File: src/hw/rtl/power_monitor_status_parser_macros.svh
// Assertion macros shared by the status parser RTL.
`ifndef POWER_MONITOR_STATUS_PARSER_MACROS_SVH
`define POWER_MONITOR_STATUS_PARSER_MACROS_SVH

// Same-cycle implication, checked outside reset.
`define PMSP_ASSERT_NOW(lbl, clk, rst_n, ante, cons, msg) \
    lbl: assert property (@(posedge clk) disable iff (!(rst_n)) (ante) |-> (cons)) \
        else $error(msg);

// Next-cycle implication, checked outside reset.
`define PMSP_ASSERT_NEXT(lbl, clk, rst_n, ante, cons, msg) \
    lbl: assert property (@(posedge clk) disable iff (!(rst_n)) (ante) |=> (cons)) \
        else $error(msg);

`endif

File: src/hw/rtl/pmsp_pkg.sv
// Types, character codes and helpers for the status parser.
package pmsp_pkg;

    localparam int unsigned IN_DATA_W  = 8;
    localparam int unsigned VALUE_W    = 32;
    localparam int unsigned NUM_FLAGS  = 5;
    localparam int unsigned OUT_DATA_W = 168;   // 5 x 32 + 5, padded to bytes
    localparam int unsigned KIND_W     = 3;
    localparam int unsigned FLAG_NAME_LEN = 4;

    typedef enum logic [KIND_W-1:0] {
        KIND_NONE  = 3'd0,
        KIND_VOLT  = 3'd1,
        KIND_AMP   = 3'd2,
        KIND_REF   = 3'd3,
        KIND_FLAG  = 3'd4
    } t_kind;

    localparam logic [7:0] CHR_0      = 8'h30;
    localparam logic [7:0] CHR_9      = 8'h39;
    localparam logic [7:0] CHR_UP_A   = 8'h41;
    localparam logic [7:0] CHR_UP_Z   = 8'h5A;
    localparam logic [7:0] CHR_LO_A   = 8'h61;
    localparam logic [7:0] CHR_LO_Z   = 8'h7A;
    localparam logic [7:0] CHR_CASE   = 8'h20;
    localparam logic [7:0] CHR_M      = 8'h6D;
    localparam logic [7:0] CHR_V      = 8'h76;
    localparam logic [7:0] CHR_AMP    = 8'h61;
    localparam logic [7:0] CHR_O      = 8'h6F;
    localparam logic [7:0] CHR_N      = 8'h6E;
    localparam logic [7:0] CHR_F      = 8'h66;
    localparam logic [7:0] CHR_SLASH  = 8'h2F;
    localparam logic [7:0] CHR_COLON  = 8'h3A;
    localparam logic [7:0] CHR_EQUAL  = 8'h3D;

    // first character in the top byte
    localparam logic [31:0] FLAG_NAME [NUM_FLAGS] = '{
        "vbat", "btn1", "btn2", "btn3", "vbus"
    };

    // acc * 10 + digit, modulo 2^32; the digit is the low nibble of an ASCII digit
    function automatic logic [VALUE_W-1:0] dec_step(
        input logic [VALUE_W-1:0] acc,
        input logic [7:0]         chr
    );
        logic [VALUE_W-1:0] x8;
        logic [VALUE_W-1:0] x2;
        x8 = {acc[VALUE_W-4:0], 3'b000};
        x2 = {acc[VALUE_W-2:0], 1'b0};
        return x8 + x2 + {{(VALUE_W-4){1'b0}}, chr[3:0]};
    endfunction

endpackage

File: src/hw/rtl/power_monitor_status_parser.sv
// Status text parser for a bench power controller: one byte in, one status word out.
//
//  channel | dir | handshake                     | word
//  --------+-----+-------------------------------+------------------------------------
//  s_axis  | in  | s_axis_tvalid / s_axis_tready | tdata: status_byte
//  m_axis  | out | m_axis_tvalid / m_axis_tready | tuser: update_kind, tdata: readings
//
//  Path: input reg, then parse into out reg; the parse step is one compare tree and one x10 add.
//  Throughput: one byte per cycle while m_axis is not stalled.
//  Parser state and readings advance only when a byte moves from the input reg to the out reg,
//  so the output readings are the live state registers and hold while the output stalls.
//  The input reg acts as a skid stage: a byte is taken while a result waits to be read.
//  Reset (i_rst_n low, synchronous) empties both stages, sets the parser idle and clears readings.
`include "power_monitor_status_parser_macros.svh"

module power_monitor_status_parser
    import pmsp_pkg::*;
#(
    parameter int unsigned KEY_LEN = 32
) (
    input  logic                  i_clk,
    input  logic                  i_rst_n,

    input  logic                  s_axis_tvalid,
    output logic                  s_axis_tready,
    input  logic [IN_DATA_W-1:0]  s_axis_tdata,   // [7:0] status_byte

    output logic                  m_axis_tvalid,
    input  logic                  m_axis_tready,
    // [31:0] voltage_setpoint_mv, [63:32] voltage_measured_mv,
    // [95:64] current_setpoint_ma, [127:96] current_measured_ma,
    // [159:128] reference_mv, [164:160] flag_bits, [167:165] zero
    output logic [OUT_DATA_W-1:0] m_axis_tdata,
    output logic [KIND_W-1:0]     m_axis_tuser    // [2:0] update_kind
);

    // key length never exceeds KEY_LEN-1, so clog2 bits are enough
    localparam int unsigned KL_W = $clog2(KEY_LEN);

    typedef enum logic [3:0] {
        PH_IDLE      = 4'd0,
        PH_KEY       = 4'd1,
        PH_KEY_BOOL  = 4'd2,
        PH_KEY_VALUE = 4'd3,
        PH_KEY_O     = 4'd4,
        PH_KEY_OF    = 4'd5,
        PH_KEY_NUM   = 4'd6,
        PH_KEY_NUM_M = 4'd7,
        PH_NUM       = 4'd8,
        PH_NUM_M     = 4'd9,
        PH_NUM_MX    = 4'd10,
        PH_NUM_MX_S  = 4'd11,
        PH_NUM_NUM_M = 4'd12
    } t_phase;

    // handshake / stage control
    logic                 r_in_valid;
    logic [7:0]           r_in_byte;
    logic                 r_out_valid;
    t_kind                r_kind;
    logic                 advance;
    logic                 process;

    // parser state
    t_phase               r_phase,   n_phase;
    logic [VALUE_W-1:0]   r_first,   n_first;
    logic [VALUE_W-1:0]   r_second,  n_second;
    logic [7:0]           r_key_chr [FLAG_NAME_LEN];
    logic [7:0]           n_key_chr [FLAG_NAME_LEN];
    logic [KL_W-1:0]      r_key_len, n_key_len;
    logic                 r_unit_v,  n_unit_v;
    t_kind                n_kind;

    // readings
    logic [VALUE_W-1:0]   r_vset,  n_vset;
    logic [VALUE_W-1:0]   r_vmeas, n_vmeas;
    logic [VALUE_W-1:0]   r_aset,  n_aset;
    logic [VALUE_W-1:0]   r_ameas, n_ameas;
    logic [VALUE_W-1:0]   r_ref,   n_ref;
    logic [NUM_FLAGS-1:0] r_flags, n_flags;

    logic [7:0]           chr;
    logic                 is_dig;
    logic                 is_alp;
    logic [31:0]          key_word;
    logic [NUM_FLAGS-1:0] flag_hit;

    // out reg frees up when empty or being read; input reg moves on then
    assign advance       = !r_out_valid || m_axis_tready;
    assign process       = r_in_valid && advance;
    assign s_axis_tready = !r_in_valid || advance;

    assign m_axis_tvalid = r_out_valid;
    assign m_axis_tuser  = r_kind;
    assign m_axis_tdata  = {3'b000, r_flags, r_ref, r_ameas, r_aset, r_vmeas, r_vset};

    // fold to lower case, classify
    always_comb begin
        chr = r_in_byte;
        if (r_in_byte >= CHR_UP_A && r_in_byte <= CHR_UP_Z) begin
            chr = r_in_byte + CHR_CASE;
        end
        is_dig = (chr >= CHR_0) && (chr <= CHR_9);
        is_alp = (chr >= CHR_LO_A) && (chr <= CHR_LO_Z);
    end

    // only the first four key characters matter: flag names are four long
    assign key_word = {r_key_chr[0], r_key_chr[1], r_key_chr[2], r_key_chr[3]};

    always_comb begin
        for (int i = 0; i < NUM_FLAGS; i++) begin
            flag_hit[i] = (r_key_len == KL_W'(FLAG_NAME_LEN)) && (key_word == FLAG_NAME[i]);
        end
    end

    // one parse step
    always_comb begin
        n_phase   = PH_IDLE;      // unexpected byte: back to idle, byte dropped
        n_kind    = KIND_NONE;
        n_first   = r_first;
        n_second  = r_second;
        n_key_chr = r_key_chr;
        n_key_len = r_key_len;
        n_unit_v  = r_unit_v;
        n_vset    = r_vset;
        n_vmeas   = r_vmeas;
        n_aset    = r_aset;
        n_ameas   = r_ameas;
        n_ref     = r_ref;
        n_flags   = r_flags;

        case (r_phase)
            PH_IDLE: begin
                if (is_dig) begin
                    n_first = {{(VALUE_W-4){1'b0}}, chr[3:0]};
                    n_phase = PH_NUM;
                end else if (is_alp) begin
                    n_key_chr[0] = chr;
                    n_key_len    = KL_W'(1);
                    n_phase      = PH_KEY;
                end
            end
            PH_NUM: begin
                if (is_dig) begin
                    n_first = dec_step(r_first, chr);
                    n_phase = PH_NUM;
                end else if (chr == CHR_M) begin
                    n_phase = PH_NUM_M;
                end
            end
            PH_NUM_M: begin
                if (chr == CHR_V || chr == CHR_AMP) begin
                    n_unit_v = (chr == CHR_V);
                    n_phase  = PH_NUM_MX;
                end
            end
            PH_NUM_MX: begin
                if (chr == CHR_SLASH) begin
                    n_second = '0;
                    n_phase  = PH_NUM_MX_S;
                end
            end
            PH_NUM_MX_S: begin
                if (is_dig) begin
                    n_second = dec_step(r_second, chr);
                    n_phase  = PH_NUM_MX_S;
                end else if (chr == CHR_M) begin
                    n_phase = PH_NUM_NUM_M;
                end
            end
            PH_NUM_NUM_M: begin
                // unit mismatch drops the record
                if (chr == CHR_V && r_unit_v) begin
                    n_vset  = r_first;
                    n_vmeas = r_second;
                    n_kind  = KIND_VOLT;
                end else if (chr == CHR_AMP && !r_unit_v) begin
                    n_aset  = r_first;
                    n_ameas = r_second;
                    n_kind  = KIND_AMP;
                end
            end
            PH_KEY: begin
                if (is_dig || is_alp) begin
                    // key too long: fall back to idle
                    if (r_key_len < KL_W'(KEY_LEN - 1)) begin
                        if (r_key_len < KL_W'(FLAG_NAME_LEN)) begin
                            n_key_chr[r_key_len[1:0]] = chr;
                        end
                        n_key_len = r_key_len + KL_W'(1);
                        n_phase   = PH_KEY;
                    end
                end else if (chr == CHR_COLON) begin
                    n_phase = PH_KEY_BOOL;
                end else if (chr == CHR_EQUAL) begin
                    n_phase = PH_KEY_VALUE;
                end
            end
            PH_KEY_BOOL: begin
                if (chr == CHR_O) begin
                    n_phase = PH_KEY_O;
                end
            end
            PH_KEY_O: begin
                if (chr == CHR_F) begin
                    n_phase = PH_KEY_OF;
                end else if (chr == CHR_N && (|flag_hit)) begin
                    n_flags = r_flags | flag_hit;
                    n_kind  = KIND_FLAG;
                end
            end
            PH_KEY_OF: begin
                if (chr == CHR_F && (|flag_hit)) begin
                    n_flags = r_flags & ~flag_hit;
                    n_kind  = KIND_FLAG;
                end
            end
            PH_KEY_VALUE: begin
                if (is_dig) begin
                    n_first = {{(VALUE_W-4){1'b0}}, chr[3:0]};
                    n_phase = PH_KEY_NUM;
                end
            end
            PH_KEY_NUM: begin
                if (is_dig) begin
                    n_first = dec_step(r_first, chr);
                    n_phase = PH_KEY_NUM;
                end else if (chr == CHR_M) begin
                    n_phase = PH_KEY_NUM_M;
                end
            end
            PH_KEY_NUM_M: begin
                // any key name sets the reference
                if (chr == CHR_V) begin
                    n_ref  = r_first;
                    n_kind = KIND_REF;
                end
            end
            default: begin
                n_phase = PH_IDLE;
            end
        endcase
    end

    // input stage
    always_ff @(posedge i_clk) begin
        if (!i_rst_n) begin
            r_in_valid <= 1'b0;
        end else if (s_axis_tready) begin
            r_in_valid <= s_axis_tvalid;
        end
        if (s_axis_tvalid && s_axis_tready) begin
            r_in_byte <= s_axis_tdata;
        end
    end

    // parse stage and output reg
    always_ff @(posedge i_clk) begin
        if (!i_rst_n) begin
            r_out_valid <= 1'b0;
            r_kind      <= KIND_NONE;
            r_phase     <= PH_IDLE;
            r_first     <= '0;
            r_second    <= '0;
            r_key_len   <= '0;
            r_unit_v    <= 1'b0;
            r_vset      <= '0;
            r_vmeas     <= '0;
            r_aset      <= '0;
            r_ameas     <= '0;
            r_ref       <= '0;
            r_flags     <= '0;
        end else if (advance) begin
            r_out_valid <= r_in_valid;
            if (process) begin
                r_kind    <= n_kind;
                r_phase   <= n_phase;
                r_first   <= n_first;
                r_second  <= n_second;
                r_key_len <= n_key_len;
                r_unit_v  <= n_unit_v;
                r_vset    <= n_vset;
                r_vmeas   <= n_vmeas;
                r_aset    <= n_aset;
                r_ameas   <= n_ameas;
                r_ref     <= n_ref;
                r_flags   <= n_flags;
            end
        end
    end

    // key characters: no reset, only written entries are ever compared
    always_ff @(posedge i_clk) begin
        if (process) begin
            r_key_chr <= n_key_chr;
        end
    end

    // readings must not move under a stalled result
    `PMSP_ASSERT_NEXT(a_stall_holds, i_clk, i_rst_n, r_out_valid && !m_axis_tready, $stable(m_axis_tdata) && $stable(r_phase), "readings changed under a stalled result")
    // a completed record always leaves the parser idle
    `PMSP_ASSERT_NOW(a_done_idle, i_clk, i_rst_n, r_out_valid && (r_kind != KIND_NONE), r_phase == PH_IDLE, "record reported but parser not idle")
    // a flag update needs a four-character key
    `PMSP_ASSERT_NOW(a_flag_key, i_clk, i_rst_n, r_out_valid && (r_kind == KIND_FLAG), r_key_len == KL_W'(FLAG_NAME_LEN), "flag update with wrong key length")
    // key counter stays inside its bound
    `PMSP_ASSERT_NOW(a_key_bound, i_clk, i_rst_n, 1'b1, r_key_len <= KL_W'(KEY_LEN - 1), "key length past bound")

endmodule
File: config.mk
export PLATFORM = sky130hd
export DESIGN_NAME = power_monitor_status_parser
export DESIGN_NICKNAME = d
export VERILOG_FILES = /design/src/hw/rtl/pmsp_pkg.sv /design/src/hw/rtl/power_monitor_status_parser.sv
export VERILOG_INCLUDE_DIRS = /design/src /design/src/hw/rtl
export SDC_FILE = /design/constraint.sdc
export NUM_CORES = 1
export LEC_CHECK = 0
export BUFFER_PORTS_ARGS = -buffer_cell sky130_fd_sc_hd__buf_2
export CAP_MARGIN = 20
export CORE_MARGIN = 2
export CORE_UTILIZATION = 30
export DETAILED_ROUTE_END_ITERATION = 16
export MAX_ROUTING_LAYER = met4
export SYNTH_ARGS = -nofsm -noshare
export SYNTH_HDL_FRONTEND = slang
export SYNTH_SLANG_ARGS = --single-unit
File: constraint.sdc
create_clock -name i_clk -period 3.95 [get_ports i_clk]
set_input_delay 0.1975 -clock i_clk [delete_from_list [all_inputs] [get_ports i_clk]]
set_output_delay 0.1975 -clock i_clk [all_outputs]
set_load 0.01 [all_outputs]
* Word-level counts from Yosys, hierarchy flattened
Cells that the tools add are included.
Operators by class: $add $sub $neg 6, $lt $le $gt $ge 10, equal/unequal tests 39, mux-type cells 50, bitwise logic cells 5, reductions and logical operators 41
Operators by type and width (number):
- $mux 32 | 7
- $eq 32x31->1 const B | 5
- $pmux 32 s2 | 2
- $add 32x32->32 | 2
- $add 32x4->32 | 2
- $eq 8x7->1 const B | 6
- $pmux 4 s10 | 1
- $mux 4 | 9
- $mux 5 | 7
- $bwmux 32 | 1
- $mux 8 | 4
- $eq 8x6->1 const B | 3
- $mux 3 | 8
- $eq 4x4->1 const B | 5
- $ne 2x2->1 const B | 10
- $pmux 5 s2 | 2
- $reduce_and 5->1 | 4
- $demux 8 s2 | 1
- $eq 4x3->1 const B | 4
- $ge 8x7->1 const B | 2
- $le 8x7->1 const B | 2
- $pmux 8 s2 | 1
- $logic_and 1x1->1 | 15
- $reduce_and 7->1 | 2
- 29 further kinds | 46
Storage, ports and cells: flip-flop bits (word level) 284, input port bits 12

* Depth between registers and ports, before layout
depth in word-level cells 10, depth in mapped cells 13

* Worst setup path before layout
No wires, ideal clock.
kind register -> register, start point register r_in_byte[3], end point register r_first[24], setup time 124 ps, arrival 3191 ps, setup slack 634 ps, stages on the path, launching flop included 12, path buffers 0, clock period less this slack 3316 ps, path through edfxtp_1 fa_1 fa_1 a211oi_2 o211ai_1 a21oi_2 o21ai_1 a41o_1 or4_1 a31oi_1 xor2_1 o21ai_1
On the way: longest elaborated chain between the ends 7, elaborated cells on any way between the ends 14, those cells by class add/sub (2); order compare (4); eq/ne (2); mux (3); reduce/logical (3)
RTL lines:
- start: declaration | RTL line power_monitor_status_parser.sv:58 | logic [7:0] r_in_byte;
- start signal: assignment | RTL line power_monitor_status_parser.sv:253 | r_in_byte <= s_axis_tdata;
- $ge 8x7->1 or $le 8x7->1 (tied branches) | RTL line power_monitor_status_parser.sv:100 | if (r_in_byte >= CHR_UP_A && r_in_byte <= CHR_UP_Z) begin
- $logic_and 1x1->1 | RTL line power_monitor_status_parser.sv:100
- $mux 8 * | RTL line power_monitor_status_parser.sv:100
- parallel branches: the longest is 4 deep, another holds $add 32x4->32
- end signal: assignment | RTL line power_monitor_status_parser.sv:278 | r_first <= n_first;
- end: declaration | RTL line power_monitor_status_parser.sv:66 | logic [VALUE_W-1:0] r_first, n_first;
Every way passes the cells marked *. The select of a mux whose other input is x is not followed. A chain may end at the register's enable or synchronous reset.

* Worst setup path in the final report
start point register r_first[0], end point register r_first[24]
On the way: longest elaborated chain between the ends 4
RTL lines:
- $add 32x32->32 | RTL line pmsp_pkg.sv:50 | return x8 + x2 + {{(VALUE_W-4){1'b0}}, chr[3:0]};
- $add 32x4->32 | RTL line pmsp_pkg.sv:50
- $mux 32 | RTL line power_monitor_status_parser.sv:144, power_monitor_status_parser.sv:225
- $pmux 32 s2 | RTL line power_monitor_status_parser.sv:132 | case (r_phase)
Every way passes these cells. The select of a mux whose other input is x is not followed.

==> metrics.txt <==
# TYPE chip_impl_metric gauge
chip_impl_metric{name="floorplan_die_area",unit="um2"} 49300
chip_impl_metric{name="post_synthesis_instance_area",unit="um2"} 14260
chip_impl_metric{name="worst_clock_skew",unit="ns"} 0.02669
chip_impl_metric{name="synth_edf_count",unit=""} 40
chip_impl_info{name="synth_top_family_by_area",value="simple AND/OR/NAND/NOR gates"} 1
chip_impl_metric{name="cts.htree.levels",unit=""} 2
chip_impl_metric{name="clockBufferDepth",unit=""} 3
chip_impl_metric{name="timing.reg2reg.worst_path_depth",unit=""} 11
chip_impl_metric{name="detail-route-antenna-nets",unit=""} 0
chip_impl_metric{name="detailroute.wirelength.met3",unit="mm"} 2.473
chip_impl_metric{name="areaGrowthSynthToFinish",unit="%"} 18.96
chip_impl_metric{name="final-setup-viol-count",unit=""} 0
chip_impl_metric{name="synth_cell_type_count",unit=""} 80
chip_impl_metric{name="proportion_of_layout_cells_with_a_drive_suffix_above_1",unit="%"} 15.49
chip_impl_info{name="most_frequent_cells_after_synthesis",value="sky130_fd_sc_hd__nand2_1, sky130_fd_sc_hd__a21oi_1, sky130_fd_sc_hd__dfxtp_1"} 1
chip_impl_metric{name="grt_overflow_total",unit=""} 0
chip_impl_metric{name="wl_per_cell",unit="um"} 16.82
chip_impl_metric{name="routed-via-count",unit=""} 12610
chip_impl_metric{name="min_period",unit="ns"} 3.658
chip_impl_metric{name="max_freq",unit="GHz"} 0.2734
chip_impl_metric{name="crit_arrival",unit="ns"} 4.06
chip_impl_metric{name="power-per-cell-area",unit="nW/um2"} 376.1
chip_impl_metric{name="antenna_cells",unit=""} 0
chip_impl_metric{name="netlist_instances",unit=""} 1681
chip_impl_metric{name="io_buffer_count",unit=""} 181
chip_impl_metric{name="slew_headroom",unit="%"} 34.78
chip_impl_metric{name="detailed_place_hpwl",unit="mm"} 28.65
chip_impl_metric{name="initial_antenna_violation_count",unit=""} 0
chip_impl_info{name="run_status",value="finished, final reports clean"} 1
chip_impl_info{name="setup_repair_after_global_routing_missed_its_margin",value="false"} 1
chip_impl_metric{name="detail_route.drc_violations",unit=""} 0
chip_impl_metric{name="synth-xor-area-share",unit="%"} 3.316
chip_impl_metric{name="finalCritPeriodShare",unit="%"} 92.60
chip_impl_metric{name="rows",unit=""} 79
chip_impl_info{name="clock-root-buffer",value="sky130_fd_sc_hd__clkbuf_16"} 1
chip_impl_info{name="path_class",value="register to register"} 1
chip_impl_metric{name="hold_viol",unit=""} 0
chip_impl_metric{name="initial_core_util",unit="%"} 30.50
chip_impl_metric{name="global_placer_s_final_weighted_congestion",unit=""} 0.8893
chip_impl_metric{name="chipWidth",unit="um"} 222.0
chip_impl_info{name="critical-path-slowest-cell",value="sky130_fd_sc_hd__fa_1"} 1
chip_impl_metric{name="cp_max_fo",unit=""} 6
chip_impl_metric{name="tightestPinTransition",unit="ns"} 0.9537
chip_impl_metric{name="die_h",unit="um"} 222.0
chip_impl_metric{name="worst_path_largest_cell_delay",unit="ns"} 0.51
chip_impl_metric{name="asyncSetResetFlopFracSynth",unit="%"} 0
chip_impl_metric{name="firstDrtPassIters",unit=""} 7
chip_impl_info{name="synthDominantAreaCellType",value="sky130_fd_sc_hd__dfxtp_1"} 1
chip_impl_info{name="crit-reg2reg-capture",value="r_first[24]"} 1
chip_impl_info{name="maxUsedRoutingLayer",value="met4"} 1
chip_impl_metric{name="first_global_vias",unit=""} 12150
chip_impl_metric{name="crit_required",unit="ns"} 4.36
chip_impl_metric{name="grt_start_max_net_pins",unit=""} 86
chip_impl_info{name="yosys_most_used_dff",value="sky130_fd_sc_hd__dfxtp_1"} 1
chip_impl_info{name="timing.critical_path.from_type",value="register"} 1
chip_impl_metric{name="syn_avg_cell_area",unit="um2"} 8.484
chip_impl_info{name="cts_tree",value="done"} 1
chip_impl_metric{name="cts.sinks",unit=""} 284
chip_impl_metric{name="detailroute.wirelength.met2",unit="mm"} 19.23
chip_impl_metric{name="synth-warning-count",unit=""} 0
chip_impl_metric{name="io_pins",unit=""} 185
chip_impl_metric{name="synth_largest_type_area_fraction",unit="%"} 34.25
chip_impl_info{name="crit_path_start",value="r_first[0]"} 1
chip_impl_metric{name="timing.critical_path.depth",unit=""} 11
chip_impl_metric{name="final_nets",unit=""} 1981
chip_impl_metric{name="ys_seq_elements",unit=""} 284
chip_impl_metric{name="insertion_delay",unit="ns"} 0.55
chip_impl_info{name="worstSetupEndpointType",value="register"} 1
chip_impl_info{name="crit_family",value="compound AO/OA/AOI/OAI gates"} 1
chip_impl_metric{name="fin_tns_setup",unit="ns"} 0
chip_impl_info{name="rr_startpoint",value="r_first[0]"} 1
chip_impl_metric{name="final-max-slew-violation-count",unit=""} 0
chip_impl_info{name="most_frequently_used_cell_type_in_the_post_synthesis_netlist",value="sky130_fd_sc_hd__nand2_1"} 1
chip_impl_metric{name="cap_viol_max_count",unit=""} 0
chip_impl_info{name="worstHoldPathType",value="primary input to register"} 1
chip_impl_info{name="timing.critical_path.cells",value="fa_1, fa_1, a211oi_2, o211ai_1, a21oi_2, o21ai_1, a41o_1, or4_1, a31oi_1, xor2_1, o21ai_1"} 1
chip_impl_metric{name="synth.area.mux_share",unit="%"} 0.5703
chip_impl_metric{name="r2r_slack",unit="ns"} 0.29
chip_impl_metric{name="synth-compound-area-share",unit="%"} 17.85
chip_impl_metric{name="m1WireLength",unit="mm"} 18.81
chip_impl_metric{name="first_iter_violations",unit=""} 806
chip_impl_metric{name="detail_route.wirelength",unit="mm"} 41.59
chip_impl_metric{name="finalPower",unit="mW"} 6.380
chip_impl_info{name="critical_path.endpoint",value="r_first[24]"} 1
chip_impl_metric{name="ir_drop",unit="uV"} 228.8
chip_impl_metric{name="grt_use_total",unit="%"} 17.08
chip_impl_metric{name="vias_per_cell",unit=""} 5.098
chip_impl_metric{name="first_pass_grt_wire_length",unit="mm"} 66.33
chip_impl_metric{name="synth-seq-area-share",unit="%"} 42.67
chip_impl_info{name="synth.top_cells.by_area",value="sky130_fd_sc_hd__dfxtp_1, sky130_fd_sc_hd__nand2_1, sky130_fd_sc_hd__ha_1"} 1
chip_impl_metric{name="core-area",unit="um2"} 46750
chip_impl_metric{name="post-cts-setup-buffers",unit=""} 0
chip_impl_metric{name="clk_transition_reported_paths",unit="ns"} 0.06
chip_impl_metric{name="leakagePower",unit="nW"} 7.109
chip_impl_metric{name="synthSimpleGateAreaFrac",unit="%"} 20.88
chip_impl_metric{name="timing.critical_path.buf_inv",unit=""} 0
chip_impl_metric{name="tritoncts_buffer_count",unit=""} 34
chip_impl_metric{name="synth_fa_ha_area_share",unit="%"} 11.18
worst register-to-register path, delay by kind of cell (launching register included):
kind	cells	cell delay, ns
xor+xnor	1	0.19
compound gates	7	1.49
fa+ha+maj	2	1.01
simple gates	1	0.40
flops	1	0.45
sequential cells by signal (all words and copies together), names as in the netlist, named ones only:
name           cells
r_aset            32
m_axis_tvalid      1
r_vmeas           32
r_phase            4
m_axis_tuser       3
r_in_byte          8
r_in_valid         1
r_first           32
r_second          32
key_word          32
r_unit_v           1
r_key_len          5
r_ameas           32
r_ref             32
r_vset            32
layout make-up:
class,count,area [um2]
Multi-Input combinational cell,1289,7701
Sequential cell,284,6087
Inverter,20,80.08
Fill cell,4781,29790
Timing Repair Buffer,215,1199
Clock inverter,15,234.0
Tap cell,607,759.5
Clock buffer,43,904.6
cells by family (layout without fill, tap and decap cells):
family | after synthesis | in the layout
AO/OA/AOI/OAI | 434 | 434
XOR/XNOR | 54 | 54
adder cells (fa/ha/maj) | 125 | 125
buffers and inverters | 110 | 293
flip-flops | 284 | 284
multiplexers | 8 | 8
other | 1 | 3
AND/OR/NAND/NOR | 665 | 665
layout by cell type (no fill, tap or decap), types with 10 or more instances in the layout:
cell,synthesis,layout
sky130_fd_sc_hd__nand3_1,30,29
sky130_fd_sc_hd__ha_1,121,121
sky130_fd_sc_hd__xnor2_1,28,28
sky130_fd_sc_hd__a21oi_1,255,255
sky130_fd_sc_hd__dlygate4sd3_1,0,10
sky130_fd_sc_hd__a31oi_1,12,12
sky130_fd_sc_hd__nand2_1,422,422
sky130_fd_sc_hd__buf_4,5,23
sky130_fd_sc_hd__edfxtp_1,40,40
sky130_fd_sc_hd__buf_2,37,181
sky130_fd_sc_hd__nor3_1,23,23
sky130_fd_sc_hd__a22oi_1,10,10
sky130_fd_sc_hd__clkbuf_16,0,34
sky130_fd_sc_hd__nor2_1,72,72
sky130_fd_sc_hd__inv_1,20,19
sky130_fd_sc_hd__and2_1,14,14
sky130_fd_sc_hd__nor2b_1,11,11
sky130_fd_sc_hd__xor2_1,26,26
sky130_fd_sc_hd__a21o_1,21,21
sky130_fd_sc_hd__dfxtp_1,244,243
sky130_fd_sc_hd__o21ai_0,53,53
sky130_fd_sc_hd__or3_1,11,11
sky130_fd_sc_hd__nand4_1,13,13
worst min-delay path by stage:
stage                        end  depth (start not counted)             from  slack [ns]
floorplan           r_in_byte[0]                          0  s_axis_tdata[0]        0.30
global placement    r_in_byte[0]                          1  s_axis_tdata[0]        0.38
detailed placement  r_in_byte[7]                          1  s_axis_tdata[7]        0.38
CTS                   r_phase[2]                          3          i_rst_n        0.13
global route          r_phase[3]                          2          i_rst_n        0.16
finish                r_phase[2]                          3          i_rst_n        0.17
metal layers:
layer | vias up | track usage (%)
met3 | 74 | 3.326
li1 | 6227 | -
met1 | 5950 | 21.52
met4 | 0 | 5.035
met5 | - | -
met2 | 357 | 27.71
power breakdown:
group	switching [mW]	leakage, nW	internal, mW
clock network	1.30	0.545	1.96
registers	0.0156	2.33	2.94
logic	0.116	4.23	0.0490
what timing repair did:
item / in CTS / in global routing
hold buffers: 10 / 0
resized for setup: 0 / 2
hold endpoints to repair: 10 / 0
setup endpoints to repair: 0 / 2
through the flow:
step / instances / hold slack [ns] / instance area, um2 / utilization (%) / setup slack, ns
after global placement: 2405 / 0.3786 / 15720 / 33.62 / 0.3917
final: 2473 / 0.1670 / 16970 / 36.29 / 0.2923
after CTS: 2473 / 0.1322 / 16960 / 36.27 / 0.2253
after global routing: 2473 / 0.1582 / 16970 / 36.29 / 0.02257
after detailed placement: 2405 / 0.3806 / 15720 / 33.62 / 0.2657
after floorplan: 1683 / 0.2964 / 14270 / - / 0.6341
No activity file was read; power rests on OpenSTA's default activity.
